<file path="src/hw/rtl/hnt_ram.sv">
// hnt_ram: generic single write, single read port ram, registered read data
// no dependencies
module hnt_ram #(
    parameter int WIDTH = 8,
    parameter int DEPTH = 16
) (
    input  logic                     clk,
    input  logic                     we,
    input  logic [$clog2(DEPTH)-1:0] waddr,
    input  logic [WIDTH-1:0]         wdata,
    input  logic                     re,
    input  logic [$clog2(DEPTH)-1:0] raddr,
    output logic [WIDTH-1:0]         rdata
);

    logic [WIDTH-1:0] mem [DEPTH];

    always_ff @(posedge clk)
    begin
        if (we)
        begin
            mem[waddr] <= wdata;
        end
    end

    always_ff @(posedge clk)
    begin
        if (re)
        begin
            rdata <= mem[raddr];
        end
    end

endmodule

</file>
<file path="config.mk">
export PLATFORM = sky130hd
export DESIGN_NAME = hnt_ram
export DESIGN_NICKNAME = d
export VERILOG_FILES = /design/src/hw/rtl/hnt_ram.sv
export SDC_FILE = /design/constraint.sdc
export NUM_CORES = 1
export LEC_CHECK = 0
export ABC_CLOCK_PERIOD_IN_PS = 2040
export BUFFER_PORTS_ARGS = -buffer_cell sky130_fd_sc_hd__buf_2
export CAP_MARGIN = 40
export CORE_MARGIN = 2
export CORE_UTILIZATION = 56
export CTS_BUF_LIST = sky130_fd_sc_hd__clkbuf_16
export DETAILED_ROUTE_END_ITERATION = 12
export GPL_ROUTABILITY_DRIVEN = 0
export PLACE_DENSITY = 0.83
export SLEW_MARGIN = 20
export SYNTH_ARGS = -nofsm -noshare
export SYNTH_HDL_FRONTEND = slang
export SYNTH_SLANG_ARGS = --single-unit
</file>
<file path="constraint.sdc">
create_clock -name clk -period 2.04 [get_ports clk]
set_input_delay 0 -clock clk [delete_from_list [all_inputs] [get_ports clk]]
set_output_delay 0 -clock clk [all_outputs]
set_load 0.005 [all_outputs]
</file>
==> flow_summary.ini <==
[route]
routed_wl_um = 10160
first_pass_iters = 4
wl_per_cell_um = 24.36
drc = 0
ant_nets = 0
viasPerCell = 6.029
vias = 2514
drt_iter0_drc = 253

[finish]
layout.nets = 312
fillers = 550
layout-drive-gt1-share_pct = 30.72
antenna_cells = 0
layout_commonest_cell = edfxtp_1
finalNonFillerCells = 417
final_cell_mix = 136 x edfxtp_1, 26 x buf_2, 19 x buf_4, 18 x mux4_2, 17 x clkbuf_16
area_delta_synth_final_pct = 20.46

[synth]
synth-compound-area-share_pct = 2.298
yosys_warnings = 0
synthSimpleGateAreaFrac_pct = 3.135
synth.avg_cell_area_um2 = 22.83
ys_ff_latch = 136
synthCells = 229
yosysSeqAreaShare_pct = 78.12
synth_fa_ha_area_share_pct = 0
synth-xor-area-share_pct = 0
synth_top_family_by_area = multiplexers
synthMuxAreaShare_pct = 14.79
syn_nets = 248
synth_top_area_share_pct = 78.12
syn_area_mm2 = 0.005228
yosysUniqueCellTypes = 18
synth_largest_area_cell = edfxtp_1
synthTopCellsByArea = edfxtp_1 78%, mux4_2 7.8%, mux4_1 7.0%

[setup_path]
slowest_stage = mux4_2
critPathLaunchType = register
worstPathArrival_ps = 1680
crit_chain = mux4_2 > a22oi_1 > nand2_1
critPathRequiredTime_ps = 2200
crit_path_end_kind = register
criticalPathCategory = reg2reg
max_stage_delay_ps = 510
cpLargestDelayFamily = multiplexers
critPathBufInv = 0
critPathMaxFanout = 1

[sta]
post-route-period-util_pct = 74.70
fin_crit_ps = 1524
finalWorstSetupSlack_ps = 516.1
fmax_ghz = 0.6562
grt_setup_unrepaired = false
fin_skew_ps = 12.16
slew_headroom_pct = 51.70
tightest_slew_ps = 723.1
tns_ps = 0
drv_slew = 0
setup_viol = 0
hold_viol = 0

[clock_network]
cts.root.buffer_cell = clkbuf_16
h-tree-depth = 4
cts_sinks = 136
cts_hold_buf = 9
numCtsBuffers = 17
clk_latency_ps = 410
cts_tree = done
clockBufferDepth = 2
path_clk_slew_ps = 60
postCtsSetupBuffers = 0
post_cts_resized = 0

[placement]
dp_hpwl_um = 6106
io_buffer_count = 26
dp.cells = 376
dp_slack_ps = 362.1

[floorplanning]
die_x_um = 100.6
rows = 35
die-height_um = 100.6
dieArea_mm2 = 0.01012
coreArea_mm2 = 0.009153
num_io_pins = 27
start_util_pct = 57.12

[worst_hold_path]
hold_path.class = in2reg

[grt]
grtUsageTotal_pct = 22.65
grt.overflow.total = 0
grt_pass1_vias = 2708
grt_antenna_before_repair = 0
grt_pass1_wl_um = 15680
grt_max_degree = 18

[power]
p_leak_uw = 0.002166
ir_drop_v = 0.0005362
power_density_mw_per_mm2 = 1061

[outcome]
status = finished, final reports clean

[job]
maxCapViolCount = 0
worst paths after layout:
kind | endpoint | start | cells past startpoint | slack, ps
setup / recovery | rdata[7]$_DFFE_PP_ | mem[3][7]$_DFFE_PP_ | 3 | 520
hold reg to reg | rdata[5]$_DFFE_PP_ | mem[8][5]$_DFFE_PP_ | 3 | 760
setup reg to reg | rdata[7]$_DFFE_PP_ | mem[3][7]$_DFFE_PP_ | 3 | 520
hold / removal | mem[12][7]$_DFFE_PP_ | waddr[0] | 3 | 150
layer usage:
layer	vias to the layer above	part of all wire [%]	GRT usage, %
met5	-	0	0
met4	0	1.6	9.694
met3	14	7.3	5.340
met2	118	53	37.38
met1	1271	38	29.15
li1	1111	-	-
worst register-to-register path: stages (launching register included):
cell,delay [ps]
edfxtp_1,410
mux4_2,510
a22oi_1,270
nand2_1,90
flip-flops by register name (all words and copies together), names as in the netlist:
signal	flops
rdata	8
mem	128
synthesized netlist by cell type, drive strengths merged:
master and number:
or3b 1, nor3 4, nand2b 2, edfxtp 136, clkdlybuf4s25 3, nor2 13, buf 7, a22oi 16
and2 1, mux4 32, and2b 1, nor2b 1, nand3 1, nand2 9, nand3b 2
logic make-up (layout without fill, tap and decap cells):
kind of cell | Yosys count | in the layout
flops | 136 | 136
compound gates | 16 | 16
mux | 32 | 32
buf+inv | 10 | 87
simple gates | 35 | 35
stage by stage:
| stage | hold WS [ps] | power, uW | instance area [um2] | util, % |
|---|---|---|---|---|
| 3_5_place_dp | 383.3 | 3505 | 5573 | 60.89 |
| 3_3_place_gp | 374.8 | 3489 | 5573 | 60.89 |
| 2_1_floorplan | 98.87 | 3378 | 5228 | - |
| 5_1_grt | 171.8 | 6863 | 6297 | 68.80 |
| 6_report | 150.5 | 6679 | 6297 | 68.80 |
| 4_1_cts | 136.5 | 6727 | 6297 | 68.80 |
power by group:
part,internal (uW),switching (uW),leakage [uW]
clock,2150,1070,0.000309
sequential,3150,19.0,0.00124
combinational,133,162,0.000621
layout make-up:
class	instances	area (um2)	area share, %
Sequential cell	136	4084	64.85
Multi-Input combinational cell	83	1057	16.79
Clock buffer	17	425.4	6.755
Timing Repair Buffer	55	382.9	6.080
Clock inverter	15	209.0	3.318
Tap cell	111	138.9	2.205
Power figures use the tool's default switching activity.
